$ cat config.mk
export PLATFORM = sky130hd
export DESIGN_NAME = preemptive_priority_scheduler
export DESIGN_NICKNAME = d
export VERILOG_FILES = /design/src/rtl/pps_pkg.sv /design/src/rtl/pps_cell.sv /design/src/rtl/pps_chain.sv /design/src/rtl/preemptive_priority_scheduler.sv
export SDC_FILE = /design/constraint.sdc
export NUM_CORES = 2
export LEC_CHECK = 0
export CAP_MARGIN = 5
export CORE_ASPECT_RATIO = 1.75
export CORE_UTILIZATION = 50
export DETAILED_ROUTE_END_ITERATION = 12
export DONT_BUFFER_PORTS = 1
export HOLD_SLACK_MARGIN = 0.05
export SLEW_MARGIN = 30
export SYNTH_ARGS = -nofsm -noshare
export SYNTH_HDL_FRONTEND = slang
export SYNTH_SLANG_ARGS = --single-unit
export TNS_END_PERCENT = 5
$ cat constraint.sdc
create_clock -name clk -period 12.15 [get_ports clk]
set_input_delay 1.8225 -clock clk [delete_from_list [all_inputs] [get_ports clk]]
set_output_delay 1.8225 -clock clk [all_outputs]
set_load 0.005 [all_outputs]
$ cat src/rtl/pps_pkg.sv
// Shared types, widths and codes for the preemptive priority scheduler.
package pps_pkg;

  localparam int MAX_JOBS_DEF = 16;

  localparam int ARR_W    = 16;
  localparam int BUR_W    = 16;
  localparam int PRI_W    = 8;
  localparam int TIME_W   = 20;
  localparam int JOB_ID_W = 5;
  localparam int KIND_W   = 2;

  localparam logic [TIME_W-1:0] TIME_MAX = {TIME_W{1'b1}};

  // in_tdata: arrival, burst, priority from bit 0 up
  localparam int IN_DATA_W  = 40;
  // out_tdata: 69 bits of fields, padded to 9 bytes
  localparam int OUT_DATA_W = 72;

  typedef enum logic [KIND_W-1:0] {
    KIND_CLEAR = 2'd0,
    KIND_LOAD  = 2'd1,
    KIND_TICK  = 2'd2,
    KIND_NOP   = 2'd3
  } kind_t;

  typedef enum logic [1:0] {
    ST_IDLE  = 2'd0,
    ST_SCAN  = 2'd1,
    ST_SERVE = 2'd2,
    ST_RESP  = 2'd3
  } state_t;

  // Best job seen so far as it travels along the chain
  typedef struct packed {
    logic             found;
    logic [PRI_W-1:0] prio;
    logic [ARR_W-1:0] arrival;
    logic [BUR_W-1:0] burst;
    logic [BUR_W-1:0] remaining;
  } cand_t;

  // Command broadcast to every cell; the addressed cell acts on it
  typedef struct packed {
    logic             load;
    logic             dec;
    logic [ARR_W-1:0] arrival;
    logic [BUR_W-1:0] burst;
    logic [PRI_W-1:0] prio;
  } cell_cmd_t;

endpackage

$ cat src/rtl/pps_cell.sv
// One job slot: holds a job and compares it with the candidate from its left neighbour.
module pps_cell #(
  parameter int IDX_W = 4,
  parameter int CNT_W = 5,
  parameter int INDEX = 0
) (
  input  logic                       clk,
  input  logic                       rst_n,
  input  pps_pkg::cell_cmd_t         cmd,
  input  logic [IDX_W-1:0]           sel_idx,
  input  logic [CNT_W-1:0]           job_count,
  input  logic [pps_pkg::TIME_W-1:0] now,
  input  pps_pkg::cand_t             cand_in,
  input  logic [IDX_W-1:0]           idx_in,
  output pps_pkg::cand_t             cand_out,
  output logic [IDX_W-1:0]           idx_out
);

  logic [pps_pkg::ARR_W-1:0] arr_r;
  logic [pps_pkg::BUR_W-1:0] bur_r;
  logic [pps_pkg::PRI_W-1:0] pri_r;
  logic [pps_pkg::BUR_W-1:0] rem_r;

  pps_pkg::cand_t    cand_r, cand_nxt;
  logic [IDX_W-1:0]  idx_r, idx_nxt;

  logic here;
  logic elig;
  logic take;

  assign here = (sel_idx == IDX_W'(INDEX));

  always_comb begin
    elig = (CNT_W'(INDEX) < job_count) &&
           ({{(pps_pkg::TIME_W-pps_pkg::ARR_W){1'b0}}, arr_r} <= now) &&
           (rem_r != '0);
    // left neighbour has the lower id, so it keeps full ties
    take = elig && (!cand_in.found || (pri_r < cand_in.prio) ||
                    ((pri_r == cand_in.prio) && (arr_r < cand_in.arrival)));
    if (take) begin
      cand_nxt = '{found: 1'b1, prio: pri_r, arrival: arr_r,
                   burst: bur_r, remaining: rem_r};
      idx_nxt  = IDX_W'(INDEX);
    end else begin
      cand_nxt = cand_in;
      idx_nxt  = idx_in;
    end
  end

  always_ff @(posedge clk) begin
    if (cmd.load && here) begin
      arr_r <= cmd.arrival;
      bur_r <= cmd.burst;
      pri_r <= cmd.prio;
      rem_r <= cmd.burst;
    end else if (cmd.dec && here) begin
      rem_r <= rem_r - pps_pkg::BUR_W'(1);
    end
  end

  always_ff @(posedge clk) begin
    if (!rst_n) begin
      cand_r <= '0;
      idx_r  <= '0;
    end else begin
      cand_r <= cand_nxt;
      idx_r  <= idx_nxt;
    end
  end

  assign cand_out = cand_r;
  assign idx_out  = idx_r;

endmodule

$ cat src/rtl/pps_chain.sv
// Row of job cells; the winning candidate leaves the far end.
module pps_chain #(
  parameter int MAX_JOBS = pps_pkg::MAX_JOBS_DEF,
  parameter int IDX_W    = 4,
  parameter int CNT_W    = 5
) (
  input  logic                       clk,
  input  logic                       rst_n,
  input  pps_pkg::cell_cmd_t         cmd,
  input  logic [IDX_W-1:0]           sel_idx,
  input  logic [CNT_W-1:0]           job_count,
  input  logic [pps_pkg::TIME_W-1:0] now,
  output pps_pkg::cand_t             best,
  output logic [IDX_W-1:0]           best_idx
);

  pps_pkg::cand_t   cand [MAX_JOBS+1];
  logic [IDX_W-1:0] idx  [MAX_JOBS+1];

  assign cand[0] = '0;
  assign idx[0]  = '0;

  for (genvar g = 0; g < MAX_JOBS; g++) begin : g_cell
    pps_cell #(
      .IDX_W (IDX_W),
      .CNT_W (CNT_W),
      .INDEX (g)
    ) u_cell (
      .clk       (clk),
      .rst_n     (rst_n),
      .cmd       (cmd),
      .sel_idx   (sel_idx),
      .job_count (job_count),
      .now       (now),
      .cand_in   (cand[g]),
      .idx_in    (idx[g]),
      .cand_out  (cand[g+1]),
      .idx_out   (idx[g+1])
    );
  end

  assign best     = cand[MAX_JOBS];
  assign best_idx = idx[MAX_JOBS];

endmodule

$ cat src/rtl/preemptive_priority_scheduler.sv
// Top level of the preemptive priority scheduler: control, time keeping and result register.
//
//  channel | dir | handshake              | payload
//  --------+-----+------------------------+---------------------------------------------
//  in_     | in  | in_tvalid / in_tready  | tuser: kind; tdata: arrival, burst, priority
//  out_    | out | out_tvalid / out_tready| tdata: one result per input transaction
//
// Flow: a tick passes through scan, serve and response while the selection wave crosses
//   the row of MAX_JOBS job cells one cell per cycle; clear, load and no-op go straight to response.
// One transaction at a time; the next is taken while a result still waits at the output.
// Reset (rst_n low, synchronous) empties the table and zeroes time; no clearing pass.
// A stalled output holds its result; one more transaction is taken and worked, then its
//   result waits for the output and the input stays stalled until the output frees.
module preemptive_priority_scheduler #(
  parameter int MAX_JOBS = pps_pkg::MAX_JOBS_DEF
) (
  input  logic                           clk,
  input  logic                           rst_n,
  input  logic                           in_tvalid,
  output logic                           in_tready,
  // [15:0] arrival, [31:16] burst, [39:32] priority
  input  logic [pps_pkg::IN_DATA_W-1:0]  in_tdata,
  // [1:0] kind
  input  logic [pps_pkg::KIND_W-1:0]     in_tuser,
  output logic                           out_tvalid,
  input  logic                           out_tready,
  // [4:0] ran_job, [24:5] tick_end, [25] same_segment, [26] job_finished,
  // [46:27] turnaround, [66:47] waiting, [67] all_done, [68] table_full, [71:69] zero
  output logic [pps_pkg::OUT_DATA_W-1:0] out_tdata
);

  localparam int IDX_W = (MAX_JOBS > 1) ? $clog2(MAX_JOBS) : 1;
  localparam int CNT_W = $clog2(MAX_JOBS + 1);
  localparam int TW    = pps_pkg::TIME_W;

  // ---------------------------------------------------------------- state
  pps_pkg::state_t   state_r, state_nxt;
  logic [IDX_W-1:0]  scan_cnt_r;
  logic [CNT_W-1:0]  job_count_r;
  logic [CNT_W-1:0]  done_count_r;
  logic [TW-1:0]     now_r;
  logic [CNT_W-1:0]  last_served_r;

  // result being assembled
  logic [CNT_W-1:0]          res_ran_r;
  logic                      res_same_r;
  logic                      res_fin_r;
  logic                      res_full_r;
  logic [TW-1:0]             res_tat_r;
  logic [pps_pkg::BUR_W-1:0] res_bur_r;

  // output register
  logic                            out_valid_r;
  logic [pps_pkg::OUT_DATA_W-1:0]  out_data_r;

  // ---------------------------------------------------------------- decode
  pps_pkg::kind_t            kind;
  logic [pps_pkg::ARR_W-1:0] in_arr;
  logic [pps_pkg::BUR_W-1:0] in_bur;
  logic [pps_pkg::PRI_W-1:0] in_pri;
  logic                      in_acc;
  logic                      tbl_full;
  logic                      load_ok;

  assign kind     = pps_pkg::kind_t'(in_tuser);
  assign in_arr   = in_tdata[15:0];
  assign in_bur   = in_tdata[31:16];
  assign in_pri   = in_tdata[39:32];
  assign in_acc   = in_tvalid && in_tready;
  assign tbl_full = (job_count_r == CNT_W'(MAX_JOBS));
  assign load_ok  = (kind == pps_pkg::KIND_LOAD) && (in_bur != '0) && !tbl_full;

  // ---------------------------------------------------------------- cell row
  pps_pkg::cell_cmd_t cmd;
  logic [IDX_W-1:0]   sel_idx;
  pps_pkg::cand_t     best;
  logic [IDX_W-1:0]   best_idx;

  pps_chain #(
    .MAX_JOBS (MAX_JOBS),
    .IDX_W    (IDX_W),
    .CNT_W    (CNT_W)
  ) u_chain (
    .clk       (clk),
    .rst_n     (rst_n),
    .cmd       (cmd),
    .sel_idx   (sel_idx),
    .job_count (job_count_r),
    .now       (now_r),
    .best      (best),
    .best_idx  (best_idx)
  );

  // ---------------------------------------------------------------- serve maths
  logic [TW-1:0]    now_inc;
  logic [CNT_W-1:0] ran_id;
  logic             fin;
  logic [TW-1:0]    tat;
  logic [TW-1:0]    bur_ext;
  logic [TW-1:0]    wt;
  logic             out_free;

  assign now_inc  = (now_r == pps_pkg::TIME_MAX) ? now_r : now_r + TW'(1);
  assign ran_id   = CNT_W'(best_idx) + CNT_W'(1);
  assign fin      = best.found && (best.remaining == pps_pkg::BUR_W'(1));
  assign tat      = now_inc - {{(TW-pps_pkg::ARR_W){1'b0}}, best.arrival};
  assign bur_ext  = {{(TW-pps_pkg::BUR_W){1'b0}}, res_bur_r};
  // negative waiting only arises once time has saturated
  assign wt       = (res_fin_r && (res_tat_r >= bur_ext)) ? res_tat_r - bur_ext : '0;
  assign out_free = !out_valid_r || out_tready;

  // ---------------------------------------------------------------- next state
  always_comb begin
    state_nxt = state_r;
    case (state_r)
      pps_pkg::ST_IDLE: begin
        if (in_acc) begin
          state_nxt = (kind == pps_pkg::KIND_TICK) ? pps_pkg::ST_SCAN : pps_pkg::ST_RESP;
        end
      end
      pps_pkg::ST_SCAN: begin
        if (scan_cnt_r == IDX_W'(MAX_JOBS - 1)) begin
          state_nxt = pps_pkg::ST_SERVE;
        end
      end
      pps_pkg::ST_SERVE: state_nxt = pps_pkg::ST_RESP;
      pps_pkg::ST_RESP: begin
        if (out_free) begin
          state_nxt = pps_pkg::ST_IDLE;
        end
      end
      default: state_nxt = pps_pkg::ST_IDLE;
    endcase
  end

  // ---------------------------------------------------------------- control outputs
  always_comb begin
    in_tready   = 1'b0;
    cmd         = '0;
    cmd.arrival = in_arr;
    cmd.burst   = in_bur;
    cmd.prio    = in_pri;
    sel_idx     = job_count_r[IDX_W-1:0];
    case (state_r)
      pps_pkg::ST_IDLE: begin
        // ready is high throughout idle, so valid alone marks the transaction
        in_tready = 1'b1;
        cmd.load  = in_tvalid && load_ok;
      end
      pps_pkg::ST_SERVE: begin
        cmd.dec = best.found;
        sel_idx = best_idx;
      end
      pps_pkg::ST_SCAN, pps_pkg::ST_RESP: ;
      default: ;
    endcase
  end

  // ---------------------------------------------------------------- control registers
  always_ff @(posedge clk) begin
    if (!rst_n) begin
      state_r       <= pps_pkg::ST_IDLE;
      scan_cnt_r    <= '0;
      job_count_r   <= '0;
      done_count_r  <= '0;
      now_r         <= '0;
      last_served_r <= '0;
      out_valid_r   <= 1'b0;
    end else begin
      state_r <= state_nxt;

      if (state_r == pps_pkg::ST_SCAN) begin
        scan_cnt_r <= scan_cnt_r + IDX_W'(1);
      end else begin
        scan_cnt_r <= '0;
      end

      if (state_r == pps_pkg::ST_IDLE && in_acc) begin
        if (kind == pps_pkg::KIND_CLEAR) begin
          job_count_r   <= '0;
          done_count_r  <= '0;
          now_r         <= '0;
          last_served_r <= '0;
        end else if (load_ok) begin
          job_count_r <= job_count_r + CNT_W'(1);
        end
      end

      if (state_r == pps_pkg::ST_SERVE) begin
        now_r         <= now_inc;
        last_served_r <= best.found ? ran_id : '0;
        if (fin) begin
          done_count_r <= done_count_r + CNT_W'(1);
        end
      end

      if (state_r == pps_pkg::ST_RESP && out_free) begin
        out_valid_r <= 1'b1;
      end else if (out_tready) begin
        out_valid_r <= 1'b0;
      end
    end
  end

  // ---------------------------------------------------------------- result registers
  always_ff @(posedge clk) begin
    if (state_r == pps_pkg::ST_IDLE && in_acc) begin
      res_ran_r  <= '0;
      res_same_r <= 1'b0;
      res_fin_r  <= 1'b0;
      res_tat_r  <= '0;
      res_bur_r  <= '0;
      res_full_r <= (kind == pps_pkg::KIND_LOAD) && (in_bur != '0) && tbl_full;
    end else if (state_r == pps_pkg::ST_SERVE) begin
      res_ran_r  <= best.found ? ran_id : '0;
      res_same_r <= best.found && (last_served_r == ran_id);
      res_fin_r  <= fin;
      res_tat_r  <= fin ? tat : '0;
      res_bur_r  <= best.burst;
    end
  end

  always_ff @(posedge clk) begin
    if (state_r == pps_pkg::ST_RESP && out_free) begin
      out_data_r <= {3'b000,
                     res_full_r,
                     done_count_r == job_count_r,
                     wt,
                     res_tat_r,
                     res_fin_r,
                     res_same_r,
                     now_r,
                     pps_pkg::JOB_ID_W'(res_ran_r)};
    end
  end

  assign out_tvalid = out_valid_r;
  assign out_tdata  = out_data_r;

  // ---------------------------------------------------------------- assertions
  a_done_le_count: assert property (@(posedge clk) disable iff (!rst_n)
    done_count_r <= job_count_r)
    else $error("more jobs finished than loaded");

  a_done_step: assert property (@(posedge clk) disable iff (!rst_n)
    (state_r == pps_pkg::ST_SERVE && fin) |=>
      done_count_r == $past(done_count_r) + CNT_W'(1))
    else $error("finished job not counted");

  a_fin_has_job: assert property (@(posedge clk) disable iff (!rst_n)
    (out_tvalid && out_tdata[26]) |-> (out_tdata[4:0] != '0 || MAX_JOBS > 30))
    else $error("finish reported without a served job");

  a_wait_le_tat: assert property (@(posedge clk) disable iff (!rst_n)
    out_tvalid |-> (out_tdata[66:47] <= out_tdata[46:27]))
    else $error("waiting exceeds turnaround");

  a_scan_only_tick: assert property (@(posedge clk) disable iff (!rst_n)
    (state_r == pps_pkg::ST_IDLE && in_acc && kind != pps_pkg::KIND_TICK) |=>
      state_r == pps_pkg::ST_RESP)
    else $error("non-tick transaction entered the scan");

endmodule

==> results.py <==
metrics = {
    "layout": {
        "synthToLayoutAreaGrowth_pct": 9.63,
        "nets": 9111,
        "final.fill_count": 15400,
        "final_layout_size_suffix_gt1_share_pct": 5.75,
        "post-route-cell-area_sq_um": 97900,
    },
    "floorplan": {
        "rows": 204,
        "initial_util_pct": 50.5,
        "chip_width_um": 321,
        "die_y_um": 561,
        "core-area_sq_um": 177000,
        "die_area_sq_um": 180000,
        "design.portCount": 120,
    },
    "placement": {
        "post_dp_cell_area_sq_um": 91300,
        "gpl.final_weighted_congestion": 0.946,
        "place.port_buffers": 0,
        "dpl.hpwl_mm": 147,
    },
    "pwr": {
        "power_per_cell_area_nw_per_um2": 139,
        "power.total_mw": 13.6,
        "max-vdd-ir-drop_uv": 142,
        "power.leakage_nw": 35.8,
    },
    "drt": {
        "drt_pre_antenna_iters": 5,
        "detail_route.wl_per_cell_um": 18.7,
        "drtAntennaViolNets": 0,
        "via_count": 58800,
        "drt_iter0_drc": 3455,
        "avgViaCountPerCell": 5.38,
        "remaining_routing_drc_violations": 0,
        "drt_wl_total_mm": 205,
    },
    "sta": {
        "min_period_over_period_pct": 39.9,
        "achievable-frequency_mhz": 206,
        "final.setup.tns_ns": 0,
        "worst_slew_margin_rel_pct": 29.5,
        "setup_viol": 0,
        "min_period_ns": 4.85,
        "grt_setup_unrepaired": "false",
        "fin_worst_hold_slack_ns": 0.407,
        "timing_hold_violations_final": 0,
        "clock-skew-final_ns": 0.0706,
        "slew_violations": 0,
        "worstMarginPinSlew_ns": 1.06,
    },
    "clocking": {
        "root_buffer": "clkbuf_16",
        "clock_sink_count": 2004,
        "cts-buffers-inserted": 191,
        "holdBufCountCts": 0,
        "cts_tree": "built",
        "cts-resized-gates": 0,
        "path_clk_slew_ns": 0.06,
        "clockBufferDepth": 4,
        "cts.htree.levels": 4,
        "post_cts.repair.setup_buffers": 0,
        "clk_latency_ns": 0.84,
    },
    "worst_setup_path": {
        "crit_path_start_kind": "flop",
        "critical_path.startpoint": "now_r[0]$_SDFFE_PN0P_",
        "worst_ep_arrival_time_ns": 5.57,
        "worst-setup-path-type": "flop to flop",
        "critical_path.max_fanout": 8,
        "critPathCaptureType": "flop",
        "r2r_start": "now_r[0]$_SDFFE_PN0P_",
        "critical_path_required_ns": 12.87,
    },
    "logic_synthesis": {
        "synth_sequential_area_ratio_pct": 55.8,
        "synthesis.instances": 8561,
        "yosys-top-cells-count": "1038 x dfxtp_1, 966 x edfxtp_1, 838 x nand2_1, 700 x nand3_1, 690 x nor2_1",
        "yosys.area.top_type_share_pct": 32.5,
        "synthesis.area_sq_um": 89300,
        "synth.ff_latch_count": 2004,
        "synthesis.area_per_instance_sq_um": 10.4,
        "synth_top_area_cell": "edfxtp_1",
        "synth-edff-count": 966,
        "yosys.cell_count.top_type": "dfxtp_1",
        "synth.top_cells.by_area": "edfxtp_1 32%, dfxtp_1 23%, ha_1 9.2%, nand3_1 3.9%, o21ai_0 3.6%",
        "synthDistinctLibCells": 83,
        "ys_warns": 0,
        "most_instantiated_flip_flop_cell_in_the_synthesis_netlist": "dfxtp_1",
        "share_of_synthesized_flip_flops_with_an_asynchronous_set_or_reset_pct": 0,
    },
    "min_path": {
        "worst_hold_path_type": "flop to flop",
        "launch_point_of_the_worst_hold_path": "u_chain.g_cell[8].u_cell.idx_out[0]$_SDFF_PP0_",
    },
    "global_route": {
        "gr_util_all_layers_pct": 22.6,
        "grt_overflow": 0,
        "first_global_vias": 59300,
        "grt_start_max_net_pins": 1296,
        "grt_pass1_wl_mm": 320,
        "antenna_found_initial": 4,
    },
    "outcome": {
        "run_status": "complete, no violations",
    },
    "job": {
        "drv.max_cap_violation_count": 0,
    },
}
==> area by class of cell <==
cell class | count | area (sq um) | share of cell area [%]
clock buffers | 280 | 5700 | 5.82
flip-flops and latches | 2004 | 49800 | 50.9
clock inverters | 66 | 664 | 0.679
well taps | 2369 | 2960 | 3.03
multi-input cells | 5587 | 35800 | 36.6
inverters | 515 | 1940 | 1.98
diodes | 11 | 27.5 | 0.0281
repair buffers | 105 | 976 | 0.997
==> final timing paths <==
kind	endpoint	slack (ns)	cells after the start
max	res_tat_r[19]$_SDFFE_PP0P_	7.30	14
min	u_chain.g_cell[9].u_cell.idx_out[0]$_SDFF_PN0_	0.41	2
max reg2reg	res_tat_r[19]$_SDFFE_PP0P_	7.30	14
min reg2reg	u_chain.g_cell[9].u_cell.idx_out[0]$_SDFF_PN0_	0.41	2
==> worst max-delay path, cell delays in order, from the launching register on <==
cell and delay (ns):
dfxtp_1 0.40, ha_1 0.27, and3_1 0.38, nand3_1 0.47, o21ai_0 0.51, ha_1 0.30, nor2b_1 0.13, o21a_1 0.20
o21ai_0 0.57, a21oi_1 0.31, o21ai_0 0.40, a31oi_1 0.25, nor4_1 0.27, xnor2_1 0.15, o31ai_1 0.19
==> layer usage <==
metal / part of all wire (%) / GRT usage (%)
met1: 37 / 23.3
met4: 5.5 / 12.2
met5: 0 / 0
met2: 54 / 43.8
met3: 3.2 / 2.47
==> state kept, by name (all words and copies together), names as in the netlist, 2 cells and up <==
register,count
u_chain.g_cell.u_cell.cand_out,904
u_chain.g_cell.u_cell.arr_r,256
u_chain.g_cell.u_cell.bur_r,256
u_chain.g_cell.u_cell.rem_r,256
u_chain.g_cell.u_cell.pri_r,128
out_tdata,69
u_chain.g_cell.u_cell.idx_out,49
now_r,20
res_tat_r,20
res_bur_r,16
done_count_r,5
job_count_r,5
last_served_r,5
res_ran_r,5
scan_cnt_r,4
state_r,2
==> per-stage QoR <==
step           utilization (%)  cells  worst slack [ns]
2_1_floorplan                -   8563              6.69
6_report                  55.3  10900              7.30
3_3_place_gp              51.5  10600              6.59
5_1_grt                   55.3  10900              7.24
3_5_place_dp              51.6  10600              6.93
4_1_cts                   55.2  10900              7.39
==> cells in the final DEF, fill, tap and decap left out, drive strengths merged, types with 52 or more instances in the layout <==
master / n
buf: 105
dfxtp: 1038
xnor2: 153
and2: 62
nor4: 61
a21oi: 432
edfxtp: 966
nand2: 838
xor2: 88
o21ai: 656
ha: 659
mux2i: 230
clkbuf: 280
nor2b: 52
inv: 516
a21o: 171
nand3: 700
o21a: 83
nor3: 93
o31ai: 103
nand4: 65
nand2b: 61
nor2: 695
==> where the power goes <==
part | leakage (nW) | internal, mW | switching, mW
Sequential | 17.1 | 7.12 | 0.0290
Combinational | 15.6 | 0.119 | 0.346
Clock | 3.16 | 3.50 | 2.48
==> kinds of logic (layout without fill, tap and decap cells) <==
group / after synthesis / after routing / share of synthesized area, %
AO/OA/AOI/OAI: 1666 / 1666 / 11.2
AND/OR/NAND/NOR: 2786 / 2786 / 14.4
other: 1 / 14 / 0.00420
buffers and inverters: 972 / 966 / 4.42
flip-flops: 2004 / 2004 / 55.8
XOR/XNOR: 241 / 241 / 2.36
multiplexers: 230 / 230 / 2.58
adder cells (fa/ha/maj): 661 / 661 / 9.28
Power figures use the tool's default switching activity.
